`config.mk`:
```
export PLATFORM = sky130hd
export DESIGN_NAME = square_matrix_rotate_90
export DESIGN_NICKNAME = d
export VERILOG_FILES = /design/src/rtl/smr_pkg.sv /design/src/rtl/square_matrix_rotate_90.sv /design/src/rtl/smr_ram.sv /design/src/rtl/smr_front.sv /design/src/rtl/smr_job_queue.sv /design/src/rtl/smr_back.sv
export SDC_FILE = /design/constraint.sdc
export NUM_CORES = 2
export LEC_CHECK = 0
export BUFFER_PORTS_ARGS = -buffer_cell sky130_fd_sc_hd__buf_2
export CAP_MARGIN = 20
export CELL_PAD_IN_SITES_DETAIL_PLACEMENT = 0
export CELL_PAD_IN_SITES_GLOBAL_PLACEMENT = 2
export CORE_MARGIN = 5
export CORE_UTILIZATION = 47
export CTS_BUF_LIST = sky130_fd_sc_hd__clkbuf_8 sky130_fd_sc_hd__clkbuf_16
export DETAILED_ROUTE_END_ITERATION = 10
export HOLD_SLACK_MARGIN = 0.06
export PLACE_DENSITY_LB_ADDON = 0.3
export REMOVE_ABC_BUFFERS = 1
export SYNTH_ARGS = -nofsm -noshare
export SYNTH_HDL_FRONTEND = slang
export SYNTH_MEMORY_MAX_BITS = 65536
export SYNTH_SLANG_ARGS = --single-unit
```
`constraint.sdc`:
```
create_clock -name clock -period 4.4 [get_ports clock]
set_input_delay 0.22 -clock clock [delete_from_list [all_inputs] [get_ports clock]]
set_output_delay 0.22 -clock clock [all_outputs]
set_load 0.1 [all_outputs]
```
`src/rtl/smr_pkg.sv`:
```
// ----------------------------------------------------------------------------
// smr_pkg
// Shared types, constants and helpers for the square matrix rotator.
// ----------------------------------------------------------------------------
package smr_pkg;

   localparam int MAX_DIM     = 8;
   localparam int STORE_DEPTH = MAX_DIM * MAX_DIM;
   localparam int IDX_W       = (STORE_DEPTH > 1) ? $clog2(STORE_DEPTH) : 1;
   localparam int CNT_W       = IDX_W + 1;
   localparam int DIM_IW      = (MAX_DIM > 1) ? $clog2(MAX_DIM) : 1;
   localparam int SIZE_W      = 4;
   localparam int ELEM_W      = 32;
   localparam int RAM_DEPTH   = 2 * STORE_DEPTH;
   localparam int RAM_AW      = IDX_W + 1;

   localparam int CSR_IDX_W   = 1;
   localparam int CSR_DATA_W  = SIZE_W;
   localparam logic [CSR_IDX_W-1:0] CSR_MATRIX_SIZE = 1'd0;
   localparam logic [CSR_IDX_W-1:0] CSR_DIRECTION   = 1'd1;

   localparam logic DIR_CW  = 1'b0;
   localparam logic DIR_ACW = 1'b1;

   // at most two matrices in flight, one per store bank
   localparam int            JOBS_W   = 2;
   localparam logic [JOBS_W-1:0] JOBS_MAX = 2'd2;

   localparam int JQ_DEPTH = 2;
   localparam int JQ_PW    = 1;
   localparam int JQ_CW    = 2;

   localparam int OQ_DEPTH = 4;
   localparam int OQ_PW    = 2;
   localparam int OQ_CW    = 3;

   typedef struct packed {
      logic              bank;
      logic [SIZE_W-1:0] side;
      logic              dir;
   } job_type;

   typedef struct packed {
      logic              en;
      logic [RAM_AW-1:0] addr;
      logic [ELEM_W-1:0] data;
   } ram_wr_type;

   typedef struct packed {
      logic busy;
      logic bank;
   } back_stat_type;

   typedef struct packed {
      logic [ELEM_W-1:0] value;
      logic              last;
   } rsp_type;

   typedef enum logic {
      BK_IDLE,
      BK_RUN
   } back_state_type;

   // size 0 counts as 1, anything above MAX_DIM saturates
   function automatic logic [SIZE_W-1:0] side_length(input logic [SIZE_W-1:0] size);
      logic [SIZE_W-1:0] n;
      n = size;
      if (n == '0) begin
         n = SIZE_W'(1);
      end
      if (n > SIZE_W'(MAX_DIM)) begin
         n = SIZE_W'(MAX_DIM);
      end
      return n;
   endfunction

endpackage

```
`src/rtl/square_matrix_rotate_90.sv`:
```
// ----------------------------------------------------------------------------
// square_matrix_rotate_90
// Loads an n-by-n matrix row by row and emits it rotated by 90 degrees.
// ----------------------------------------------------------------------------
// Elements are taken one per cycle while loading and full is low. Once the
// n*n-th element is in, the rotated matrix comes out in row-major order, one
// item per cycle while pop is held. With the back end idle, the first item
// reaches the result ports via job handoff, store read and result queue. The
// final item is flagged by rsp_last_of_matrix. The store has two banks, so
// the next matrix loads while the previous one drains; full rises only when
// both banks hold matrices not yet fully popped. Throughput is one item in
// and one out per cycle under the same conditions, set by the store's single
// write and single read port, with an output gap between back-to-back
// matrices while the back end takes the next job. Any write of matrix_size
// restarts the current load; direction is taken when a load completes. The
// user writes configuration only while the block is idle; it is not enforced.
// ----------------------------------------------------------------------------
module square_matrix_rotate_90 (
   input  logic                           clock,
   input  logic                           reset,
   input  logic                           push,
   output logic                           full,
   input  logic signed [31:0]             req_element_value,
   output logic                           empty,
   input  logic                           pop,
   output logic signed [31:0]             rsp_rotated_value,
   output logic                           rsp_last_of_matrix,
   input  logic                           csr_wr_en,
   input  logic [smr_pkg::CSR_IDX_W-1:0]  csr_index,
   input  logic [smr_pkg::CSR_DATA_W-1:0] csr_wr_data
);
   import smr_pkg::*;

   ram_wr_type        ram_wr;
   job_type           push_job, head_job;
   logic              job_push, job_full, job_valid, job_pop, job_done;
   logic              rd_en;
   logic [RAM_AW-1:0] rd_addr;
   logic [ELEM_W-1:0] rd_data;
   logic [ELEM_W-1:0] rsp_value;
   back_stat_type     bk_stat;

   smr_front u_front (
      .clock         (clock),
      .reset         (reset),
      .push          (push),
      .element_value (req_element_value),
      .full          (full),
      .csr_wr_en     (csr_wr_en),
      .csr_index     (csr_index),
      .csr_wr_data   (csr_wr_data),
      .ram_wr        (ram_wr),
      .job_push      (job_push),
      .job           (push_job),
      .job_full      (job_full),
      .job_done      (job_done)
   );

   smr_job_queue u_job_queue (
      .clock    (clock),
      .reset    (reset),
      .push     (job_push),
      .push_job (push_job),
      .q_full   (job_full),
      .pop      (job_pop),
      .q_valid  (job_valid),
      .head_job (head_job)
   );

   smr_ram #(
      .WIDTH (ELEM_W),
      .DEPTH (RAM_DEPTH)
   ) u_store (
      .clock   (clock),
      .wr_en   (ram_wr.en),
      .wr_addr (ram_wr.addr),
      .wr_data (ram_wr.data),
      .rd_en   (rd_en),
      .rd_addr (rd_addr),
      .rd_data (rd_data)
   );

   smr_back u_back (
      .clock          (clock),
      .reset          (reset),
      .job_valid      (job_valid),
      .job            (head_job),
      .job_pop        (job_pop),
      .rd_en          (rd_en),
      .rd_addr        (rd_addr),
      .rd_data        (rd_data),
      .empty          (empty),
      .pop            (pop),
      .rotated_value  (rsp_value),
      .last_of_matrix (rsp_last_of_matrix),
      .job_done       (job_done),
      .stat           (bk_stat)
   );

   assign rsp_rotated_value = $signed(rsp_value);

   // a finished load never finds the job queue full
   a_job_no_overflow: assert property (@(posedge clock) disable iff (reset)
      job_push |-> !job_full)
      else $error("job pushed into full queue");

   // the front end never writes the bank the back end is reading
   a_bank_separate: assert property (@(posedge clock) disable iff (reset)
      (ram_wr.en && bk_stat.busy) |-> (ram_wr.addr[RAM_AW-1] != bk_stat.bank))
      else $error("load overwrites bank being emitted");

   // store reads only happen while a job is running
   a_read_in_run: assert property (@(posedge clock) disable iff (reset)
      rd_en |-> bk_stat.busy)
      else $error("store read outside a job");

   // nothing to pop right after reset
   a_reset_empty: assert property (@(posedge clock)
      $past(reset) |-> empty)
      else $error("result queue not empty after reset");

endmodule

```
`src/rtl/smr_ram.sv`:
```
// ----------------------------------------------------------------------------
// smr_ram
// Generic single write port, single read port RAM with registered read.
// ----------------------------------------------------------------------------
module smr_ram #(
   parameter int WIDTH = 32,
   parameter int DEPTH = 128
) (
   input  logic                     clock,
   input  logic                     wr_en,
   input  logic [$clog2(DEPTH)-1:0] wr_addr,
   input  logic [WIDTH-1:0]         wr_data,
   input  logic                     rd_en,
   input  logic [$clog2(DEPTH)-1:0] rd_addr,
   output logic [WIDTH-1:0]         rd_data
);

   logic [WIDTH-1:0] mem_ff [DEPTH];
   logic [WIDTH-1:0] rd_data_ff;

   always_ff @(posedge clock) begin
      if (wr_en) begin
         mem_ff[wr_addr] <= wr_data;
      end
      if (rd_en) begin
         rd_data_ff <= mem_ff[rd_addr];
      end
   end

   assign rd_data = rd_data_ff;

endmodule

```
`src/rtl/smr_front.sv`:
```
// ----------------------------------------------------------------------------
// smr_front
// Load side: holds the config registers, writes incoming elements into the
// current store bank and hands a job to the back end when a matrix is full.
// ----------------------------------------------------------------------------
module smr_front (
   input  logic                            clock,
   input  logic                            reset,
   input  logic                            push,
   input  logic [smr_pkg::ELEM_W-1:0]      element_value,
   output logic                            full,
   input  logic                            csr_wr_en,
   input  logic [smr_pkg::CSR_IDX_W-1:0]   csr_index,
   input  logic [smr_pkg::CSR_DATA_W-1:0]  csr_wr_data,
   output smr_pkg::ram_wr_type             ram_wr,
   output logic                            job_push,
   output smr_pkg::job_type                job,
   input  logic                            job_full,
   input  logic                            job_done
);
   import smr_pkg::*;

   logic [SIZE_W-1:0] size_ff, size_in;
   logic              dir_ff, dir_in;
   logic [IDX_W-1:0]  load_cnt_ff, load_cnt_in;
   logic              bank_ff, bank_in;
   logic [JOBS_W-1:0] jobs_ff, jobs_in;

   logic [SIZE_W-1:0] side;
   logic [CNT_W-1:0]  total;
   logic              accept;
   logic              last_elem;

   always_comb begin
      side      = side_length(size_ff);
      total     = CNT_W'(side) * CNT_W'(side);
      full      = (jobs_ff == JOBS_MAX) || job_full;
      accept    = push && !full;
      last_elem = (CNT_W'(load_cnt_ff) + CNT_W'(1)) == total;
      job_push  = accept && last_elem;
      job.bank  = bank_ff;
      job.side  = side;
      job.dir   = dir_ff;

      ram_wr.en   = accept;
      ram_wr.addr = {bank_ff, load_cnt_ff};
      ram_wr.data = element_value;
   end

   always_comb begin
      size_in     = size_ff;
      dir_in      = dir_ff;
      load_cnt_in = load_cnt_ff;
      bank_in     = bank_ff;
      jobs_in     = jobs_ff + JOBS_W'(job_push) - JOBS_W'(job_done);
      if (accept) begin
         if (last_elem) begin
            load_cnt_in = '0;
            bank_in     = !bank_ff;
         end else begin
            load_cnt_in = load_cnt_ff + IDX_W'(1);
         end
      end
      // a size change restarts the load
      if (csr_wr_en && csr_index == CSR_MATRIX_SIZE) begin
         size_in     = csr_wr_data[SIZE_W-1:0];
         load_cnt_in = '0;
      end
      if (csr_wr_en && csr_index == CSR_DIRECTION) begin
         dir_in = csr_wr_data[0];
      end
   end

   always_ff @(posedge clock) begin
      if (reset) begin
         size_ff     <= SIZE_W'(MAX_DIM);
         dir_ff      <= DIR_CW;
         load_cnt_ff <= '0;
         bank_ff     <= 1'b0;
         jobs_ff     <= '0;
      end else begin
         size_ff     <= size_in;
         dir_ff      <= dir_in;
         load_cnt_ff <= load_cnt_in;
         bank_ff     <= bank_in;
         jobs_ff     <= jobs_in;
      end
   end

endmodule

```
`src/rtl/smr_job_queue.sv`:
```
// ----------------------------------------------------------------------------
// smr_job_queue
// Two-entry queue of finished-load descriptors between front and back end.
// ----------------------------------------------------------------------------
module smr_job_queue (
   input  logic             clock,
   input  logic             reset,
   input  logic             push,
   input  smr_pkg::job_type push_job,
   output logic             q_full,
   input  logic             pop,
   output logic             q_valid,
   output smr_pkg::job_type head_job
);
   import smr_pkg::*;

   job_type           mem_ff [JQ_DEPTH];
   logic [JQ_PW-1:0]  wr_ptr_ff, wr_ptr_in;
   logic [JQ_PW-1:0]  rd_ptr_ff, rd_ptr_in;
   logic [JQ_CW-1:0]  cnt_ff, cnt_in;
   logic              do_push, do_pop;

   always_comb begin
      q_full    = cnt_ff == JQ_CW'(JQ_DEPTH);
      q_valid   = cnt_ff != '0;
      head_job  = mem_ff[rd_ptr_ff];
      do_push   = push && !q_full;
      do_pop    = pop && q_valid;
      wr_ptr_in = wr_ptr_ff + JQ_PW'(do_push);
      rd_ptr_in = rd_ptr_ff + JQ_PW'(do_pop);
      cnt_in    = cnt_ff + JQ_CW'(do_push) - JQ_CW'(do_pop);
   end

   always_ff @(posedge clock) begin
      if (do_push) begin
         mem_ff[wr_ptr_ff] <= push_job;
      end
      if (reset) begin
         wr_ptr_ff <= '0;
         rd_ptr_ff <= '0;
         cnt_ff    <= '0;
      end else begin
         wr_ptr_ff <= wr_ptr_in;
         rd_ptr_ff <= rd_ptr_in;
         cnt_ff    <= cnt_in;
      end
   end

endmodule

```
`src/rtl/smr_back.sv`:
```
// ----------------------------------------------------------------------------
// smr_back
// Emit side: walks the store in rotated order, one read per cycle while the
// small result queue has room, and collects the read data in that queue.
// ----------------------------------------------------------------------------
module smr_back (
   input  logic                        clock,
   input  logic                        reset,
   input  logic                        job_valid,
   input  smr_pkg::job_type            job,
   output logic                        job_pop,
   output logic                        rd_en,
   output logic [smr_pkg::RAM_AW-1:0]  rd_addr,
   input  logic [smr_pkg::ELEM_W-1:0]  rd_data,
   output logic                        empty,
   input  logic                        pop,
   output logic [smr_pkg::ELEM_W-1:0]  rotated_value,
   output logic                        last_of_matrix,
   output logic                        job_done,
   output smr_pkg::back_stat_type      stat
);
   import smr_pkg::*;

   back_state_type    state_ff, state_in;

   logic [SIZE_W-1:0] side_ff;
   logic              dir_ff;
   logic              bank_ff;
   logic [DIM_IW-1:0] row_ff, col_ff;
   logic [IDX_W-1:0]  src_ff, row_src_ff;

   logic              rd_vld_ff, rd_last_ff;

   rsp_type           oq_ff [OQ_DEPTH];
   logic [OQ_PW-1:0]  oq_wr_ff, oq_rd_ff;
   logic [OQ_CW-1:0]  oq_cnt_ff;

   logic [SIZE_W-1:0] side_m1;
   logic              row_end, col_end;
   logic              credit, issue, issue_last;
   logic [CNT_W-1:0]  nn;
   logic [IDX_W-1:0]  step, next_row_src;
   logic              oq_push, oq_pop;
   rsp_type           head;

   always_comb begin
      side_m1 = side_ff - SIZE_W'(1);
      col_end = col_ff == side_m1[DIM_IW-1:0];
      row_end = row_ff == side_m1[DIM_IW-1:0];
      credit  = (oq_cnt_ff + OQ_CW'(rd_vld_ff)) < OQ_CW'(OQ_DEPTH);
      step    = IDX_W'(side_ff);
      nn      = CNT_W'(job.side) * CNT_W'(job.side);
      next_row_src = (dir_ff == DIR_CW) ? row_src_ff + IDX_W'(1)
                                        : row_src_ff - IDX_W'(1);
   end

   // next state
   always_comb begin
      state_in = state_ff;
      case (state_ff)
         BK_IDLE: begin
            if (job_valid) begin
               state_in = BK_RUN;
            end
         end
         BK_RUN: begin
            if (credit && row_end && col_end) begin
               state_in = BK_IDLE;
            end
         end
         default: state_in = BK_IDLE;
      endcase
   end

   // outputs
   always_comb begin
      job_pop    = 1'b0;
      issue      = 1'b0;
      issue_last = 1'b0;
      case (state_ff)
         BK_IDLE: begin
            job_pop = job_valid;
         end
         BK_RUN: begin
            issue      = credit;
            issue_last = credit && row_end && col_end;
         end
         default: ;
      endcase
   end

   assign rd_en   = issue;
   assign rd_addr = {bank_ff, src_ff};

   // clockwise: start at bottom of a column and walk up; anticlockwise:
   // start at top of the mirrored column and walk down
   always_ff @(posedge clock) begin
      if (job_pop) begin
         side_ff <= job.side;
         dir_ff  <= job.dir;
         bank_ff <= job.bank;
         row_ff  <= '0;
         col_ff  <= '0;
         if (job.dir == DIR_CW) begin
            src_ff     <= IDX_W'(nn - CNT_W'(job.side));
            row_src_ff <= IDX_W'(nn - CNT_W'(job.side));
         end else begin
            src_ff     <= IDX_W'(job.side - SIZE_W'(1));
            row_src_ff <= IDX_W'(job.side - SIZE_W'(1));
         end
      end else if (issue) begin
         if (col_end) begin
            col_ff     <= '0;
            row_ff     <= row_ff + DIM_IW'(1);
            row_src_ff <= next_row_src;
            src_ff     <= next_row_src;
         end else begin
            col_ff <= col_ff + DIM_IW'(1);
            src_ff <= (dir_ff == DIR_CW) ? src_ff - step : src_ff + step;
         end
      end
   end

   // result queue
   always_comb begin
      oq_push        = rd_vld_ff;
      empty          = oq_cnt_ff == '0;
      oq_pop         = pop && !empty;
      head           = oq_ff[oq_rd_ff];
      rotated_value  = head.value;
      last_of_matrix = head.last;
      job_done       = oq_pop && head.last;
      stat.busy      = state_ff == BK_RUN;
      stat.bank      = bank_ff;
   end

   always_ff @(posedge clock) begin
      rd_last_ff <= issue_last;
      if (oq_push) begin
         oq_ff[oq_wr_ff] <= '{value: rd_data, last: rd_last_ff};
      end
      if (reset) begin
         state_ff  <= BK_IDLE;
         rd_vld_ff <= 1'b0;
         oq_wr_ff  <= '0;
         oq_rd_ff  <= '0;
         oq_cnt_ff <= '0;
      end else begin
         state_ff  <= state_in;
         rd_vld_ff <= issue;
         oq_wr_ff  <= oq_wr_ff + OQ_PW'(oq_push);
         oq_rd_ff  <= oq_rd_ff + OQ_PW'(oq_pop);
         oq_cnt_ff <= oq_cnt_ff + OQ_CW'(oq_push) - OQ_CW'(oq_pop);
      end
   end

endmodule
```
* After elaboration in Yosys (flattened, before gate mapping)
Memories as Yosys holds them, arrays and structs flattened. A register that Yosys moved wholly into a read port is not among the register bits. Cells that the tools add are included.
Word-level totals: register bits after elaboration 52, bits in writable memories 4240, bits of input ports 42, output and inout port bits 35, logic and storage cells 106, memories 3
Memories:
- u_store.mem_ff | depth 128, width 32, read ports 1, clocked after Yosys merged registers in 1, write ports 1, line smr_ram.sv:18 | logic [WIDTH-1:0] mem_ff [DEPTH];
- u_back.oq_ff | depth 4, width 33, read ports 1, clocked after Yosys merged registers in 1, write ports 1, line smr_back.sv:34 | rsp_type oq_ff [OQ_DEPTH];
- u_job_queue.mem_ff | depth 2, width 6, read ports 1, clocked after Yosys merged registers in 1, write ports 1, line smr_job_queue.sv:17 | job_type mem_ff [JQ_DEPTH];
Cells by class: add/sub/neg operators 21, multiply operators 2, $lt $le $gt $ge 2, equal/unequal tests 5, mux-type cells 26, bitwise gates (word level) 2, reduce and logical (&&, ||, !) cells 24
Operator list (count):
- 2-to-1 mux 6 bit | 10
- adder 6 x 1 -> 6 bit (second input constant) | 2
- subtractor 6 x 4 -> 6 bit | 2
- 2-to-1 mux 1 bit | 11
- logical AND 1 bit | 10
- adder 2 x 1 -> 2 bit | 4
- 2-to-1 mux 4 bit | 2
- adder 6 x 1 -> 7 bit (second input constant) | 1
- == test 7 bit | 1
- multiplier 4 x 4 -> 7 bit | 1
- adder 3 x 1 -> 3 bit (second input constant) | 2
- adder 6 x 4 -> 6 bit | 1
- == test 3 bit | 2
- multiplier 4 x 4 -> 6 bit | 1
- AND reduction 2 bit | 3
- nonzero test 2 bit | 3
- subtractor 6 x 1 -> 6 bit (second input constant) | 1
- subtractor 4 x 1 -> 5 bit (second input constant) | 1
- == test 2 bit (second input constant) | 2
- greater-than comparator 4 bit (second input constant) | 1
- zero test 1 bit | 4
- zero test 4 bit | 1
- subtractor 2 x 1 -> 2 bit | 2
- adder 3 x 1 -> 3 bit | 1
- 11 further kinds | 13

* Longest topological paths before layout
depth after elaboration 10, mapped depth 15, gate-level depth less buffers 14

* By module
A second synthesis with hierarchy kept.
Unflattened totals: cell total of the unflattened synthesis 6613, area, all modules 165752.7 µm²
Modules (own cells, without submodules):
- smr_ram | times used 1, cells each 5990, area each 156596.4 µm², sequential area each 123958.9 µm²
- smr_back | times used 1, cells each 439, area each 7268.2 µm², sequential area each 4824.6 µm²
- smr_front | times used 1, cells each 142, area each 1224.9 µm², sequential area each 280.3 µm²
- smr_job_queue | times used 1, cells each 42, area each 663.1 µm², sequential area each 440.4 µm²

* Worst setup path after synthesis
No wires, ideal clock.
kind register -> register, from reg u_job_queue.cnt_ff[1], to mem u_store.mem_ff[79][0], enable pin, library setup time 513 ps, arrival time 4206 ps, slack -319 ps, cell stages (with the launch flop) 5, path buffers 1, clock period less this slack 4719 ps, cells stage by stage dfxtp_1 > inv_1 > o221ai_1 > clkbuf_1 > nor4b_1
On the way: longest elaborated chain between the ends 6
RTL lines:
- start: declaration | line smr_job_queue.sv:20 | logic [JQ_CW-1:0] cnt_ff, cnt_in;
- start signal: assignment | line smr_job_queue.sv:45 | cnt_ff <= cnt_in;
- == test 2 bit | line smr_job_queue.sv:24 | q_full = cnt_ff == JQ_CW'(JQ_DEPTH);
- logical OR 1 bit | line smr_front.sv:37 | full = (jobs_ff == JOBS_MAX) || job_full;
- zero test 1 bit | line smr_front.sv:38 | accept = push && !full;
- logical AND 1 bit | line smr_front.sv:38
- 2-to-1 mux 1 bit | line smr_ram.sv:22 | if (wr_en) begin
- 2-to-1 mux 1 bit (implied by the code) | line smr_ram.sv:23 | mem_ff[wr_addr] <= wr_data;
- end: declaration | line smr_ram.sv:18
No other way between the ends.

==> impl_metrics.env <==
export IMPL_p_leak_uw=0.0614
export IMPL_grt_busiest_layer="met2"
export IMPL_critPathKind="reg -> reg"
export IMPL_ys_flop_type="edfxtp_1"
export IMPL_slowest_delay_ns=0.80
export IMPL_path_clk_slew_ns=0.06
export IMPL_arrival_ns=4.82
export IMPL_core_mm2=0.352
export IMPL_hold_buffers=56
export IMPL_path_cells="buf_12 -> buf_12 -> buf_12 -> mux4_2 -> mux2_2 -> a21oi_1 -> buf_4 -> a22oi_1 -> o211ai_1 -> a2111oi_0"
export IMPL_vias=81500
export IMPL_avgSynthCellArea_um2=23.3
export IMPL_synth_top_cells_by_area="edfxtp_1 (78%), mux4_2 (14%), mux2i_1 (2.0%), a221oi_1 (0.85%), mux2_2 (0.47%)"
export IMPL_min_to="u_store.mem_ff[14][22]"
export IMPL_peakVddDrop_v=0.000502
export IMPL_synth_top_cell_area_share=0.778
export IMPL_critPathCaptureType="flop"
export IMPL_sw_frac_of_total=0.317
export IMPL_postCtsSetupBuffers=0
export IMPL_crit_top_cell="buf_12"
export IMPL_grt_max_degree=98
export IMPL_placed_cell_area_mm2=0.178
export IMPL_powerDensity_mw_per_mm2=625
export IMPL_wl_per_cell_um=36.8
export IMPL_placementRows=218
export IMPL_synth_seq_area_share=0.782
export IMPL_clock_latency_ns=1.01
export IMPL_synth_most_common_cell="edfxtp_1"
export IMPL_grt_use_total=0.259
export IMPL_vias_per_cell=6.28
export IMPL_use_met3=0.0500
export IMPL_reg2reg_setup_slack_ns=0.27
export IMPL_utilization=0.546
export IMPL_antenna_found_initial=47
export IMPL_ioPinCount=77
export IMPL_overflow=0
export IMPL_cp_start_kind="flop"
export IMPL_async_reset_ff_frac=0
export IMPL_ant_nets=0
export IMPL_yosysTopAreaCell="edfxtp_1"
export IMPL_port_buffers=76
export IMPL_min_path_cells=2
export IMPL_cts_made_buffers=436
export IMPL_synth_common_cells="edfxtp_1 (4290), mux4_2 (1057), mux2i_1 (331)"
export IMPL_cts_tree="done"
export IMPL_comb_power_share=0.305
export IMPL_drc=0
export IMPL_drive_gt1_frac=0.316
export IMPL_detail_route_iter0_violations=11100
export IMPL_syn_area_mm2=0.166
export IMPL_root_buffer="clkbuf_16"
export IMPL_yosys_warnings=0
export IMPL_clock_sinks=4324
export IMPL_grt_use_met1=0.362
export IMPL_tightestPinTransition_ns=1.35
export IMPL_status="finished clean"
export IMPL_path_buf_inv=4
export IMPL_fillers=26300
export IMPL_slowest_stage="a2111oi_0"
export IMPL_rsz0062_at_grt="false"
export IMPL_hold_path_class="in -> reg"
export IMPL_min_delay_start="req_element_value[22]"
export IMPL_slew_violations=0
export IMPL_synth_seq_cells=4324
export IMPL_clk_path_buf_depth=4
export IMPL_die_area_mm2=0.364
export IMPL_wirelength_um=477000
export IMPL_max_cap_violations=0
export IMPL_fin_crit_ns=4.13
export IMPL_pre_cts_ws_ns=0.320
export IMPL_p_seq_frac=0.392
export IMPL_die_w_um=604
export IMPL_synth_edf_count=4290
export IMPL_finalInstanceArea_mm2=0.192
export IMPL_drt_pass1_iterations=6
export IMPL_layout_setup_ws_ns=0.267
export IMPL_cts_resized=0
export IMPL_nNetsFinal=8063
export IMPL_hpwl_um=297000
export IMPL_switching_power_uw=38100
export IMPL_clockPowerShare=0.303
export IMPL_chipHeight_um=604
export IMPL_synthCells=7116
export IMPL_gp_congestion=0.963
export IMPL_path_delay_family="compound AO/OA/AOI/OAI gates"
export IMPL_start_util=0.471
export IMPL_crit_fanout=55
export IMPL_grt_pass1_wl_um=658000
export IMPL_finalSetupViolCount=0
export IMPL_r2r_start="u_back.src_ff[2]"
export IMPL_required_ns=5.08
export IMPL_skew_ns=0.0968
export IMPL_hold_viol_final=0
export IMPL_maxSlewHeadroom=0.0982
export IMPL_rr_endpoint="u_store.rd_data[8]"
export IMPL_met2_usage=0.401
export IMPL_grt_pass1_vias=80400
export IMPL_intPower_uw=82000
export IMPL_r2r_cells=10
export IMPL_synth_cell_types=62
export IMPL_area_growth_pct=16.0
export IMPL_fmax_ghz=0.242
export IMPL_fin_crit_sh=0.939
export IMPL_htreeDepth=5
## worst register-to-register path, cell delays in order, from the launching register on
cell and delay (ns):
edfxtp_1 0.37, buf_12 0.33, buf_12 0.28, buf_12 0.39
mux4_2 0.31, mux2_2 0.16, a21oi_1 0.11, buf_4 0.21
a22oi_1 0.50, o211ai_1 0.38, a2111oi_0 0.81
## per-stage QoR
| stage | setup TNS [ns] | hold WS (ns) | power, uW | instances |
|---|---|---|---|---|
| floorplan | -1458.17 | 0.287 | 60200 | 6733 |
| global placement | 0 | 0.447 | 84400 | 12100 |
| detailed placement | 0 | 0.452 | 84600 | 12100 |
| CTS | 0 | 0.0761 | 121000 | 13000 |
| global route | 0 | 0.0931 | 124000 | 13000 |
| finish | 0 | 0.118 | 120000 | 13000 |
## cell type report
cell class                 count  area, um^2  area share
antenna                       14        35.0    0.000182
clock buffer                 444       11100      0.0577
clock inverter               359        2990      0.0155
inverter                      26        97.6    0.000508
multi-input combinational   2383       35200       0.183
sequential                  4324      130000       0.674
tap                         4620        5780      0.0301
timing repair buffer         809        7510      0.0391
## flip-flops by register name, summed over array words and instances (netlist names), 4 cells and up
name,flops
u_store.rd_data,32
u_back.oq_ff,132
u_job_queue.mem_ff,12
u_back.row_src_ff,6
u_back.side_ff,4
u_front.load_cnt_ff,6
u_store.mem_ff,4096
u_front.size_ff,4
u_back.src_ff,6
## layout by cell type, fill, tap and decap left out, types with 99 or more instances in the layout
| cell type | n |
|---|---|
| nor2_4 | 126 |
| buf_4 | 593 |
| buf_12 | 112 |
| clkbuf_16 | 442 |
| a221oi_1 | 161 |
| edfxtp_1 | 4290 |
| inv_1 | 120 |
| mux2i_1 | 331 |
| mux4_2 | 1057 |
| clkinv_1 | 99 |
## worst max path at each step
stage               cells after the start              from             endpoint  slack (ns)
finish                                 10  u_back.src_ff[2]   u_store.rd_data[8]        0.27
global route                            9  u_back.src_ff[2]   u_store.rd_data[8]        0.20
CTS                                    10  u_back.src_ff[2]   u_store.rd_data[8]        0.32
detailed placement                     10  u_back.src_ff[2]   u_store.rd_data[8]        0.32
global placement                       10  u_back.src_ff[2]   u_store.rd_data[8]        0.29
floorplan                               6  u_back.src_ff[0]  u_store.rd_data[30]      -37.83
## logic make-up (layout without fill, tap and decap cells)
family                   count (synthesis)  after routing  share of synthesized area
AND/OR/NAND/NOR                        351            351                    0.00965
buffers and inverters                  409           1638                     0.0119
adder cells (fa/ha/maj)                 41             41                    0.00332
AO/OA/AOI/OAI                          481            481                     0.0220
flip-flops                            4324           4324                      0.782
XOR/XNOR                                52             52                    0.00288
multiplexers                          1457           1457                      0.168
other                                    1             15                  0.0000226
## metal layers
layer,share of wire,up-vias
met5,0.00010,-
met4,0.052,8
met3,0.089,780
met2,0.47,4070
met1,0.39,44200
li1,-,32400
## power by group through the flow
| stage | clock (uW) | combinational, uW | sequential (uW) |
|---|---|---|---|
| after CTS | 36900 | 36800 | 47100 |
| after global placement | 0 | 36600 | 47900 |
| after global routing | 38700 | 38100 | 47100 |
| after floorplan | 0 | 12100 | 48200 |
| after detailed placement | 0 | 36700 | 47900 |
| final | 36400 | 36600 | 47100 |
No activity file was read; power rests on OpenSTA's default activity.
